**config.mk**
```make
export PLATFORM = sky130hd
export DESIGN_NAME = board_bus_decoder_irq_latch_core
export DESIGN_NICKNAME = d
export VERILOG_FILES = /design/src/rtl/bbd_pkg.sv /design/src/rtl/bbd_decode.sv /design/src/rtl/board_bus_decoder_irq_latch_core.sv
export SDC_FILE = /design/constraint.sdc
export NUM_CORES = 1
export LEC_CHECK = 0
export ABC_AREA = 0
export BUFFER_PORTS_ARGS = -buffer_cell sky130_fd_sc_hd__buf_2
export CAP_MARGIN = 20
export CORE_MARGIN = 2
export CORE_UTILIZATION = 54
export CTS_BUF_LIST = sky130_fd_sc_hd__clkbuf_2 sky130_fd_sc_hd__clkbuf_4 sky130_fd_sc_hd__clkbuf_8
export CTS_CLUSTER_SIZE = 20
export DETAILED_ROUTE_END_ITERATION = 7
export PLACE_DENSITY = 0.79
export SLEW_MARGIN = 15
export SYNTH_ARGS = -nofsm -noshare
export SYNTH_HDL_FRONTEND = slang
export SYNTH_HIERARCHICAL = 1
export SYNTH_SLANG_ARGS = --single-unit
```
**constraint.sdc**
```tcl
create_clock -name clk -period 2.5 [get_ports clk]
set_input_delay 0 -clock clk [delete_from_list [all_inputs] [get_ports clk]]
set_output_delay 0 -clock clk [all_outputs]
set_load 0.02 [all_outputs]
```
**src/rtl/bbd_pkg.sv**
```systemverilog
// Shared types and constants of the board bus decoder and interrupt latch.
// Used by bbd_decode and board_bus_decoder_irq_latch_core; no dependencies.
package bbd_pkg;

  // Mirrored battery SRAM size in bytes (power of two, 1 KiB to 64 KiB)
  localparam int SRAM_BYTES = 32768;
  localparam int SRAM_AW    = $clog2(SRAM_BYTES);
  // Number of gate-array interrupt lines (2 to 8)
  localparam int IRQ_LINES  = 8;
  localparam int LINE_AW    = $clog2(IRQ_LINES);

  // Commands
  localparam logic [1:0] CMD_READ  = 2'd0;
  localparam logic [1:0] CMD_WRITE = 2'd1;
  localparam logic [1:0] CMD_LINE  = 2'd2;

  // Targets
  localparam logic [3:0] TGT_UNMAPPED = 4'd0;
  localparam logic [3:0] TGT_INTROM   = 4'd1;
  localparam logic [3:0] TGT_SRAM     = 4'd2;
  localparam logic [3:0] TGT_SOUND    = 4'd3;
  localparam logic [3:0] TGT_PROGROM  = 4'd4;
  localparam logic [3:0] TGT_SUBMCU   = 4'd5;
  localparam logic [3:0] TGT_LCDI     = 4'd6;
  localparam logic [3:0] TGT_LCDD     = 4'd7;
  localparam logic [3:0] TGT_PANEL    = 4'd8;
  localparam logic [3:0] TGT_LOCAL    = 4'd9;

  // Configuration register indexes
  localparam logic [2:0] CFG_FIRST_GEN   = 3'd0;
  localparam logic [2:0] CFG_SUB_MCU     = 3'd1;
  localparam logic [2:0] CFG_ENABLES_OPEN = 3'd2;
  localparam logic [2:0] CFG_HAS_PANEL   = 3'd3;
  localparam logic [2:0] CFG_HAS_DISPLAY = 3'd4;

  // Gate-array register numbers in the later map
  localparam logic [9:0] GA_MODE   = 10'd1;
  localparam logic [9:0] GA_STATUS = 10'd2;
  localparam logic [9:0] GA_LCDI   = 10'd4;
  localparam logic [9:0] GA_LCDD   = 10'd5;

  typedef struct packed {
    logic first_gen;
    logic sub_mcu;
    logic enables_open;
    logic has_panel;
    logic has_display;
  } cfg_t;

  typedef struct packed {
    logic [7:0]           mode;
    logic                 lcd_en;
    logic [7:0]           irq_mask;
    logic [2:0]           latched;
    logic [IRQ_LINES-1:0] levels;
  } state_t;

  typedef struct packed {
    logic [3:0]  target;
    logic [18:0] offset;
    logic [7:0]  data;
  } result_t;

endpackage

```
**src/rtl/bbd_decode.sv**
```systemverilog
// Address decode and interrupt-latch update for one transaction.
// Pure combinational; depends on bbd_pkg for types and codes.
module bbd_decode import bbd_pkg::*; (
  input  logic [1:0]  cmd,
  input  logic [23:0] addr,
  input  logic [7:0]  wdata,
  input  logic [2:0]  line,
  input  logic        level,
  input  cfg_t        cfg,
  input  state_t      st,
  output result_t     res,
  output state_t      st_nxt
);

  logic [7:0]  page;
  logic [15:0] off;
  logic [15:0] sram_rel;
  logic [9:0]  ga_reg;
  logic        wr;
  logic        line_ok;
  logic        sram_page;
  logic        prog_page;
  logic        in_sound;
  logic        in_ga;
  logic        in_sub;
  logic        in_f0;
  logic [LINE_AW-1:0] lidx;

  assign page      = addr[23:16];
  assign off       = addr[15:0];
  assign sram_rel  = off - 16'h8000;
  assign ga_reg    = off[9:0];
  assign wr        = (cmd == CMD_WRITE);
  assign line_ok   = ({1'b0, line} < 4'(IRQ_LINES));
  assign lidx      = line[LINE_AW-1:0];
  assign sram_page = cfg.first_gen ? (page == 8'd5) : (page == 8'd10 || page == 8'd11);
  assign prog_page = (page == 8'd1) || (page == 8'd2) || (page == 8'd3) || (page == 8'd4) ||
                     (page == 8'd8) || (page == 8'd9) || (page == 8'd14) || (page == 8'd15);
  assign in_sound  = cfg.first_gen ? (off <= 16'hE03F) : (off <= 16'hE3FF);
  assign in_ga     = (off >= 16'hE400) && (off <= 16'hE7FF);
  assign in_sub    = cfg.sub_mcu && (off >= 16'hEC00) && (off <= 16'hEFFF);
  assign in_f0     = (off[15:8] == 8'hF0);

  always_comb begin
    res    = '0;
    st_nxt = st;
    unique case (cmd)
      CMD_READ, CMD_WRITE: begin
        if (page != 8'd0) begin
          if (sram_page) begin
            res.target = TGT_SRAM;
            res.offset = 19'(off[SRAM_AW-1:0]);
          end else if (!wr && prog_page) begin
            res.target = TGT_PROGROM;
            res.offset = {addr[19], addr[17:0]};
          end else begin
            res.data = wr ? 8'h00 : 8'hFF;
          end
        end else if (off < 16'h8000) begin
          // ROM writes are dropped
          if (!wr) begin
            res.target = TGT_INTROM;
            res.offset = 19'(off);
          end
        end else if (off < 16'hE000) begin
          res.target = TGT_SRAM;
          res.offset = 19'(sram_rel[SRAM_AW-1:0]);
        end else if (in_sound) begin
          res.target = TGT_SOUND;
          res.offset = 19'(off[5:0]);
        end else if (cfg.first_gen) begin
          if (!wr) begin
            if (off == 16'hF106) begin
              res.target     = TGT_LOCAL;
              res.data       = 8'(st.latched);
              st_nxt.latched = 3'd0;
            end else if (in_f0) begin
              st_nxt.mode = off[7:0];
              if (cfg.has_panel) begin
                st_nxt.lcd_en = off[3];
                res.target    = TGT_PANEL;
                res.offset    = 19'(off[7:0]);
              end else begin
                res.data = 8'hFF;
              end
            end else begin
              res.data = 8'hFF;
            end
          end else begin
            if (off == 16'hF104 || off == 16'hF105) begin
              if (cfg.has_display) begin
                res.target = (off == 16'hF104) ? TGT_LCDD : TGT_LCDI;
              end
            end else if (off == 16'hF107) begin
              st_nxt.mode = wdata;
              res.target  = TGT_LOCAL;
            end else if (in_f0) begin
              st_nxt.mode   = off[7:0];
              st_nxt.lcd_en = off[3];
              res.target    = TGT_LOCAL;
            end
          end
        end else if (in_ga) begin
          res.target = TGT_LOCAL;
          if (!wr) begin
            if (ga_reg == GA_STATUS) begin
              res.data       = 8'(st.latched);
              st_nxt.latched = 3'd0;
            end else begin
              res.data = 8'hFF;
            end
          end else begin
            priority if (ga_reg == GA_MODE) begin
              st_nxt.mode   = wdata;
              st_nxt.lcd_en = ~wdata[0];
            end else if (ga_reg == GA_STATUS) begin
              st_nxt.irq_mask = {wdata[6:0], 1'b0};
            end else if (ga_reg == GA_LCDI) begin
              res.target = TGT_LCDI;
            end else if (ga_reg == GA_LCDD) begin
              res.target = TGT_LCDD;
            end else begin
              res.target = TGT_LOCAL;
            end
          end
        end else if (in_sub) begin
          res.target = TGT_SUBMCU;
          res.offset = 19'(off[7:0]);
        end else begin
          res.data = wr ? 8'h00 : 8'hFF;
        end
      end
      CMD_LINE: begin
        if (line_ok) begin
          // latch on a rising edge of an enabled line
          if (level && !st.levels[lidx] && st.irq_mask[line]) begin
            st_nxt.latched = line;
          end
          st_nxt.levels[lidx] = level;
        end
      end
      default: begin
      end
    endcase
  end

endmodule

```
**src/rtl/board_bus_decoder_irq_latch_core.sv**
```systemverilog
// Top level of the board bus decoder and interrupt latch: handshakes, state registers.
// Depends on bbd_pkg and bbd_decode.
//
// Usage: each input transaction is a CPU read, a CPU write or an interrupt line
// level change (in_command, in_address, in_write_data, in_line, in_line_level).
// Every input transaction yields exactly one result transaction carrying the
// decoded target, the offset within it, the read value and the gate-array status
// (irq request, mode register, LCD enable) as it stands after that transaction.
// Both channels use valid/stall; a transaction moves on an edge with valid high
// and stall low. The input is captured in a register, decoded by one level of
// logic and the state plus result are written when the transaction advances into
// the result register; throughput one transaction per cycle while out_stall is low.
// The rate is set by the single decode stage between input and result registers.
// When the receiver stalls, the result register holds, one more transaction
// waits in the input register, and in_stall then rises.
// The user must write the strap registers via cfg_ only while the block is idle;
// the block does not enforce this. Writing the open-enables strap reloads the
// interrupt mask, writing the display strap reloads the LCD enable. Synchronous
// reset clears both stages, loads the default straps and the state derived from them.
module board_bus_decoder_irq_latch_core import bbd_pkg::*; (
  input  logic        clk,
  input  logic        rst_n,
  input  logic        in_valid,
  output logic        in_stall,
  input  logic [1:0]  in_command,
  input  logic [23:0] in_address,
  input  logic [7:0]  in_write_data,
  input  logic [2:0]  in_line,
  input  logic        in_line_level,
  output logic        out_valid,
  input  logic        out_stall,
  output logic [3:0]  out_target,
  output logic [18:0] out_target_offset,
  output logic [7:0]  out_read_data,
  output logic        out_irq_request,
  output logic [7:0]  out_mode_value,
  output logic        out_lcd_enabled,
  input  logic        cfg_we,
  input  logic [2:0]  cfg_index,
  input  logic [0:0]  cfg_data
);

  logic        in_valid_r, in_valid_nxt;
  logic [1:0]  cmd_r;
  logic [23:0] addr_r;
  logic [7:0]  wdata_r;
  logic [2:0]  line_r;
  logic        level_r;
  logic        out_valid_r, out_valid_nxt;
  result_t     res_r, res_nxt;
  logic        irq_r;
  logic [7:0]  mode_out_r;
  logic        lcd_out_r;
  cfg_t        cfg_r, cfg_nxt;
  state_t      st_r, st_nxt, st_dec;
  logic        accept;
  logic        advance;

  assign advance  = in_valid_r && (!out_valid_r || !out_stall);
  assign in_stall = in_valid_r && !advance;
  assign accept   = in_valid && !in_stall;

  bbd_decode u_decode (
    .cmd    (cmd_r),
    .addr   (addr_r),
    .wdata  (wdata_r),
    .line   (line_r),
    .level  (level_r),
    .cfg    (cfg_r),
    .st     (st_r),
    .res    (res_nxt),
    .st_nxt (st_dec)
  );

  always_comb begin
    in_valid_nxt = in_valid_r;
    if (accept) begin
      in_valid_nxt = 1'b1;
    end else if (advance) begin
      in_valid_nxt = 1'b0;
    end
    out_valid_nxt = out_valid_r;
    if (advance) begin
      out_valid_nxt = 1'b1;
    end else if (!out_stall) begin
      out_valid_nxt = 1'b0;
    end
  end

  // Strap writes reload the state they seed
  always_comb begin
    cfg_nxt = cfg_r;
    st_nxt  = st_r;
    if (cfg_we) begin
      unique case (cfg_index)
        CFG_FIRST_GEN:    cfg_nxt.first_gen = cfg_data[0];
        CFG_SUB_MCU:      cfg_nxt.sub_mcu = cfg_data[0];
        CFG_ENABLES_OPEN: begin
          cfg_nxt.enables_open = cfg_data[0];
          st_nxt.irq_mask      = {8{cfg_data[0]}};
        end
        CFG_HAS_PANEL:    cfg_nxt.has_panel = cfg_data[0];
        CFG_HAS_DISPLAY:  begin
          cfg_nxt.has_display = cfg_data[0];
          st_nxt.lcd_en       = cfg_data[0];
        end
        default: begin
        end
      endcase
    end else if (advance) begin
      st_nxt = st_dec;
    end
  end

  always_ff @(posedge clk) begin
    if (!rst_n) begin
      in_valid_r  <= 1'b0;
      out_valid_r <= 1'b0;
      cfg_r       <= '{first_gen: 1'b0, sub_mcu: 1'b1, enables_open: 1'b0,
                       has_panel: 1'b1, has_display: 1'b1};
      st_r        <= '{mode: 8'h00, lcd_en: 1'b1, irq_mask: 8'h00, latched: 3'd0,
                       levels: '0};
    end else begin
      in_valid_r  <= in_valid_nxt;
      out_valid_r <= out_valid_nxt;
      cfg_r       <= cfg_nxt;
      st_r        <= st_nxt;
    end
  end

  always_ff @(posedge clk) begin
    if (accept) begin
      cmd_r   <= in_command;
      addr_r  <= in_address;
      wdata_r <= in_write_data;
      line_r  <= in_line;
      level_r <= in_line_level;
    end
    if (advance) begin
      res_r      <= res_nxt;
      irq_r      <= (st_dec.latched != 3'd0);
      mode_out_r <= st_dec.mode;
      lcd_out_r  <= st_dec.lcd_en;
    end
  end

  assign out_valid         = out_valid_r;
  assign out_target        = res_r.target;
  assign out_target_offset = res_r.offset;
  assign out_read_data     = res_r.data;
  assign out_irq_request   = irq_r;
  assign out_mode_value    = mode_out_r;
  assign out_lcd_enabled   = lcd_out_r;

  a_stall_only_when_full: assert property (@(posedge clk) disable iff (!rst_n)
    in_stall |-> (out_valid_r && out_stall))
    else $error("input stalled while result register could move");

  a_hold_waiting_item: assert property (@(posedge clk) disable iff (!rst_n)
    (in_valid_r && out_valid_r && out_stall) |=> in_valid_r)
    else $error("waiting transaction dropped from input register");

  a_latch_from_line_event: assert property (@(posedge clk) disable iff (!rst_n)
    $rose(st_r.latched != 3'd0) |-> $past(advance && cmd_r == CMD_LINE))
    else $error("latched line set without a line event");

  a_result_follows_advance: assert property (@(posedge clk) disable iff (!rst_n)
    $past(advance) |-> out_valid_r)
    else $error("result missing after decode");

endmodule
```
-- Yosys cells after proc, flatten, opt, wreduce, memory -nomap -nowiden
Cells that the tools add are included.
Widths: inputs -> output; s select.
- logic and storage cells: 200
- register bits after elaboration: 113
- output and inout port bits: 43
- bits of input ports: 47
- order comparisons: 10
- add/sub/neg operators: 1
- equality and inequality tests: 35
- muxes and demuxes: 85
- reductions and logical operators: 45
- bitwise gates (word level): 2
- operator list (operator ; number):
    $mux 8 ; 19
    $mux 20 ; 7
    $mux 23 ; 5
    $mux 9 ; 8
    $mux 22 ; 3
    $eq 16x16->1 const B ; 4
    $le 16x16->1 const B ; 4
    $mux 31 ; 2
    $eq 8x4->1 const B ; 6
    $mux 4 ; 12
    $mux 19 ; 2
    $mux 17 ; 2
    $ge 16x16->1 const B ; 2
    $lt 16x16->1 const B ; 2
    $mux 27 ; 1
    $eq 10x3->1 const B ; 2
    $mux 3 ; 6
    $eq 8x2->1 const B ; 2
    $eq 8x3->1 const B ; 2
    $sub 15x1->15 const B ; 1
    $mux 1 ; 13
    $ne 2x2->1 const B ; 6
    $reduce_and 12->1 ; 1
    $reduce_and 2->1 ; 6
    other kinds (27) ; 60

-- Logic depth before layout (Yosys ltp)
- word-level depth: 13
- mapped depth: 10

-- Hierarchy
The synthesis kept the hierarchy.
- by module, submodules not included (module ; times used ; cells each ; area each (µm²) ; sequential area each (µm²)):
    board_bus_decoder_irq_latch_core ; 1 ; 243 ; 3797.4 ; 3072.9
    bbd_decode ; 1 ; 340 ; 2119.5 ; 0.0

-- Worst setup path after synthesis
Ideal clock, no wire load.
- path type: reg2reg
- start point: reg out_valid_r (netlist: out_valid)
- end point: reg addr_r[0] (enable)
- setup slack: -0.310 ns
- data arrival time: 2.372 ns
- cell stages (with the launch flop): 3
- setup time: 0.437 ns
- cell sequence: dfxtp_1 > and3_1 > nor2b_1
- cells in the longest elaborated chain, start to end: 7
- RTL lines (element ; RTL line ; text):
    start, declared ; board_bus_decoder_irq_latch_core.sv:49 ; logic out_valid_r, out_valid_nxt;
    start signal, assigned ; board_bus_decoder_irq_latch_core.sv:125 ; out_valid_r <= out_valid_nxt;
    $logic_not 1->1 ; board_bus_decoder_irq_latch_core.sv:59 ; assign advance = in_valid_r && (!out_valid_r || !out_stall);
    $logic_or 1x1->1 ; board_bus_decoder_irq_latch_core.sv:59 ;
    $logic_and 1x1->1 ; board_bus_decoder_irq_latch_core.sv:59 ;
    $logic_not 1->1 ; board_bus_decoder_irq_latch_core.sv:60 ; assign in_stall = in_valid_r && !advance;
    $logic_and 1x1->1 ; board_bus_decoder_irq_latch_core.sv:60 ;
    named net in_stall ; board_bus_decoder_irq_latch_core.sv:24 ; output logic in_stall,
    $logic_not 1->1 ; board_bus_decoder_irq_latch_core.sv:61 ; assign accept = in_valid && !in_stall;
    $logic_and 1x1->1 ; board_bus_decoder_irq_latch_core.sv:61 ;
    named net accept ; board_bus_decoder_irq_latch_core.sv:56 ; logic accept;
    end signal, assigned ; board_bus_decoder_irq_latch_core.sv:134 ; addr_r <= in_address;
    end, declared ; board_bus_decoder_irq_latch_core.sv:45 ; logic [23:0] addr_r;
The timed path passes the listed nets, and every way through them passes these cells.
A chain may end at the register's enable or synchronous reset.

-- Worst setup path in the final report
- start point: reg addr_r[7]
- end point: reg st_r[12] (netlist name)
- cells in the longest elaborated chain, start to end: 4
- elaborated cells between the ends (all ways): 17
- RTL lines (element ; RTL line ; text):
    $le 16x16->1 (tied with other cells) ; bbd_decode.sv:39 ; assign in_sound = cfg.first_gen ? (off <= 16'hE03F) : (off <= 16'hE3FF);
    $mux 1 / $logic_and 1x1->1 (equally long branches) ; bbd_decode.sv:39, bbd_decode.sv:40 ;
    $ne 2x2->1 (no source line) / $reduce_bool 2->1 (equally long branches) ; n/a ;
    $reduce_and 12->1 (no source line) * ; n/a ;
    end signal, assigned ; board_bus_decoder_irq_latch_core.sv:121 ; st_r <= '{mode: 8'h00, lcd_en: 1'b1, irq_mask: 8'h00, latched: 3'd0,
    end signal, assigned ; board_bus_decoder_irq_latch_core.sv:127 ; st_r <= st_nxt;
    end, declared ; board_bus_decoder_irq_latch_core.sv:55 ; state_t st_r, st_nxt, st_dec;
Every way passes the cells marked *; elsewhere a longest branch is shown, timed or not.

==> impl_results.md <==
- Status: finished with violations
- Failing checks: negative setup slack
- Cells on worst reg2reg path: 8
- Vias in the first global route: 5,485
- Synthesized net count: 627
- Setup WS post-layout: -0.0675 ns
- Worst Skew: 0.00851 ns
- Fin crit share: 103%
- Reg clk slew, reported paths: 0.07 ns
- Antenna fix cells: 0
- Hold depth: 4
- Launch point of the worst hold path: cfg_index[0]
- Sw Pwr: 1.10 mW
- RR Startpoint: addr_r[7]
- Max_cap viols: 0
- F_max: 0.389 GHz
- DR WL/cell: 20.3 um
- Slew at the pin with the worst max-slew slack: 1.05 ns
- Starting Density: 54.8%
- Final ANT Viol Nets: 0
- Worst min-delay path endpoint: st_r[19]
- Worst hold path class: in2reg
- Via-to-Cell Ratio: 6.37
- Reg2reg setup slack: -0.07 ns
- # H-tree levels: 4
- Worst-Skew Late Latency: 0.44 ns
- Pin count of the biggest net entering global routing: 39
- Syn Area/Cell: 10.2 sq um
- Dpl ws: -0.0627 ns
- Clock root buffer: clkbuf_8
- Number of core rows: 38
- Reg-to-Reg End: st_r[12]
- CP Launch Type: flip-flop
- Power per cell area: 557 nW/um^2
- Critical Path AT: 2.84 ns
- Commonest non-fill, non-tap cells in the layout: 89 x buf_2, 79 x edfxtp_1, 63 x buf_4
- Combinational share of power: 11.5%
- Drt total wl: 18,500 um
- Area of the multi-input gates: 2650 sq um
- CP Launch Point: addr_r[7]
- Min cycle time layout: 2.57 ns
- GP Congestion: 0.984
- Pint: 3.24 mW
- Via count: 5,799
- Die Ht: 108 um
- Max Root-Sink Buffers: 2
- Clk pwr share: 39.1%
- Core area: 10,700 sq um
- RSZ-0062 raised after global routing: yes
- Area post-placement: 6780 sq um
- Final instance area: 7780 sq um
- Hold Vio Cnt, Final: 0
- DP HPWL: 11,900 um
- Share of cells above drive strength 1: 30.5%
- Switching share of total power: 25.3%
- Share of power burned in registers: 49.4%
- CTS buffer count: 17
- Worst Path Required: 2.77 ns
- CP max FO: 8
- Nets: 805
- Total track usage: 31.9%
- Peak supply drop: 374 uV
- TritonCTS clock tree: done
- Crit Path Class: reg2reg
- Chip width: 108 um
- Input/output buffers: 89
- Synth Warn #: 6
- Die ar.: 11,800 sq um
- Iter 0 DRT Violations: 637
- Cell count after synthesis: 580
- Area growth syn-to-layout: 32.2%
- First-pass GRT wire length: 28,200 um
- Total negative slack: -0.438 ns
- Fillers: 835
- Top-Level Pins: 90
- Clock sink count: 113
- Initial antenna violation count: 0
- DR DRC count: 0
- Hold WS: 0.0743 ns
- Crit. End Element: flip-flop
- Final setup violating endpoints: 12
- Total grt overflow: 0
- DRT Pass-1 Iters: 7
- LEAKAGE: 2.85 nW
- Mapped Area: 5890 sq um
- Sequential Area: 3050 sq um
- Pins Over Slew Limit: 0
- Slew Limit Headroom: 29.7%
- Leading cell type in the layout, fill and taps excluded: buf_2
-- worst max path at each step --
| stage | endpoint | slack, ns | cells after the start |
|---|---|---|---|
| detailed placement | out_irq_request | -0.06 | 6 |
| global route | st_r[17] | -0.18 | 8 |
| global placement | out_lcd_enabled | -0.06 | 9 |
| CTS | st_r[22] | -0.02 | 7 |
| floorplan | out_mode_value[1] | 0.06 | 5 |
| finish | st_r[12] | -0.07 | 8 |
-- sequential cells by signal, summed over array words and instances, names as in the netlist --
register,flops
addr_r,24
cfg_r,4
cmd_r,2
in_valid_r,1
level_r,1
line_r,3
out_irq_request,1
out_lcd_enabled,1
out_mode_value,8
out_read_data,8
out_target,4
out_target_offset,19
out_valid,1
st_r,28
wdata_r,8
-- timing repair --
item                                    in CTS  in global routing
pin swaps                                    5                 12
gates resized for setup                      3                 23
buffers inserted                             0                  3
hold endpoints to repair                    45                  0
endpoints found under the setup margin      14                 25
hold buffers                                48                  0
-- per-stage QoR --
stage | cells | power, mW | utilization [%]
global route | 911 | 4.49 | 72.4
detailed placement | 828 | 2.60 | 63.1
finish | 911 | 4.34 | 72.4
global placement | 828 | 2.58 | 63.1
CTS | 908 | 4.33 | 71.4
floorplan | 580 | 2.41 | -
-- worst max-delay path, cell delays in order, from the launching register on --
cell      delay (ns)
edfxtp_1        0.38
or4_4           0.58
nor4_4          0.39
nand2_1         0.15
nor4_4          0.19
buf_6           0.18
mux2_2          0.33
nand3_1         0.08
a31oi_1         0.10
-- power groups by stage --
stage          clock network, mW  logic (mW)  registers (mW)
6_report                    1.69       0.501            2.14
5_1_grt                     1.81       0.531            2.15
3_3_place_gp                   0       0.405            2.17
4_1_cts                     1.72       0.477            2.14
3_5_place_dp                   0       0.416            2.18
2_1_floorplan                  0       0.198            2.21
-- per-layer routing --
metal	up-vias	wire length, um	GRT usage [%]
li1	2620	-	-
met1	2755	7250	41.3
met2	368	8940	51.6
met3	56	1770	8.08
met4	0	512	12.5
met5	-	0	0
-- cell type report --
cell class              instances  area share [%]
well taps                     140            2.25
multi-input cells             404            34.1
inverters                      19           0.916
clock buffers                  21            3.55
repair buffers                203            18.5
clock inverters                11            1.45
flip-flops and latches        113            39.2
Note: power is estimated with default switching activity, not from simulation.
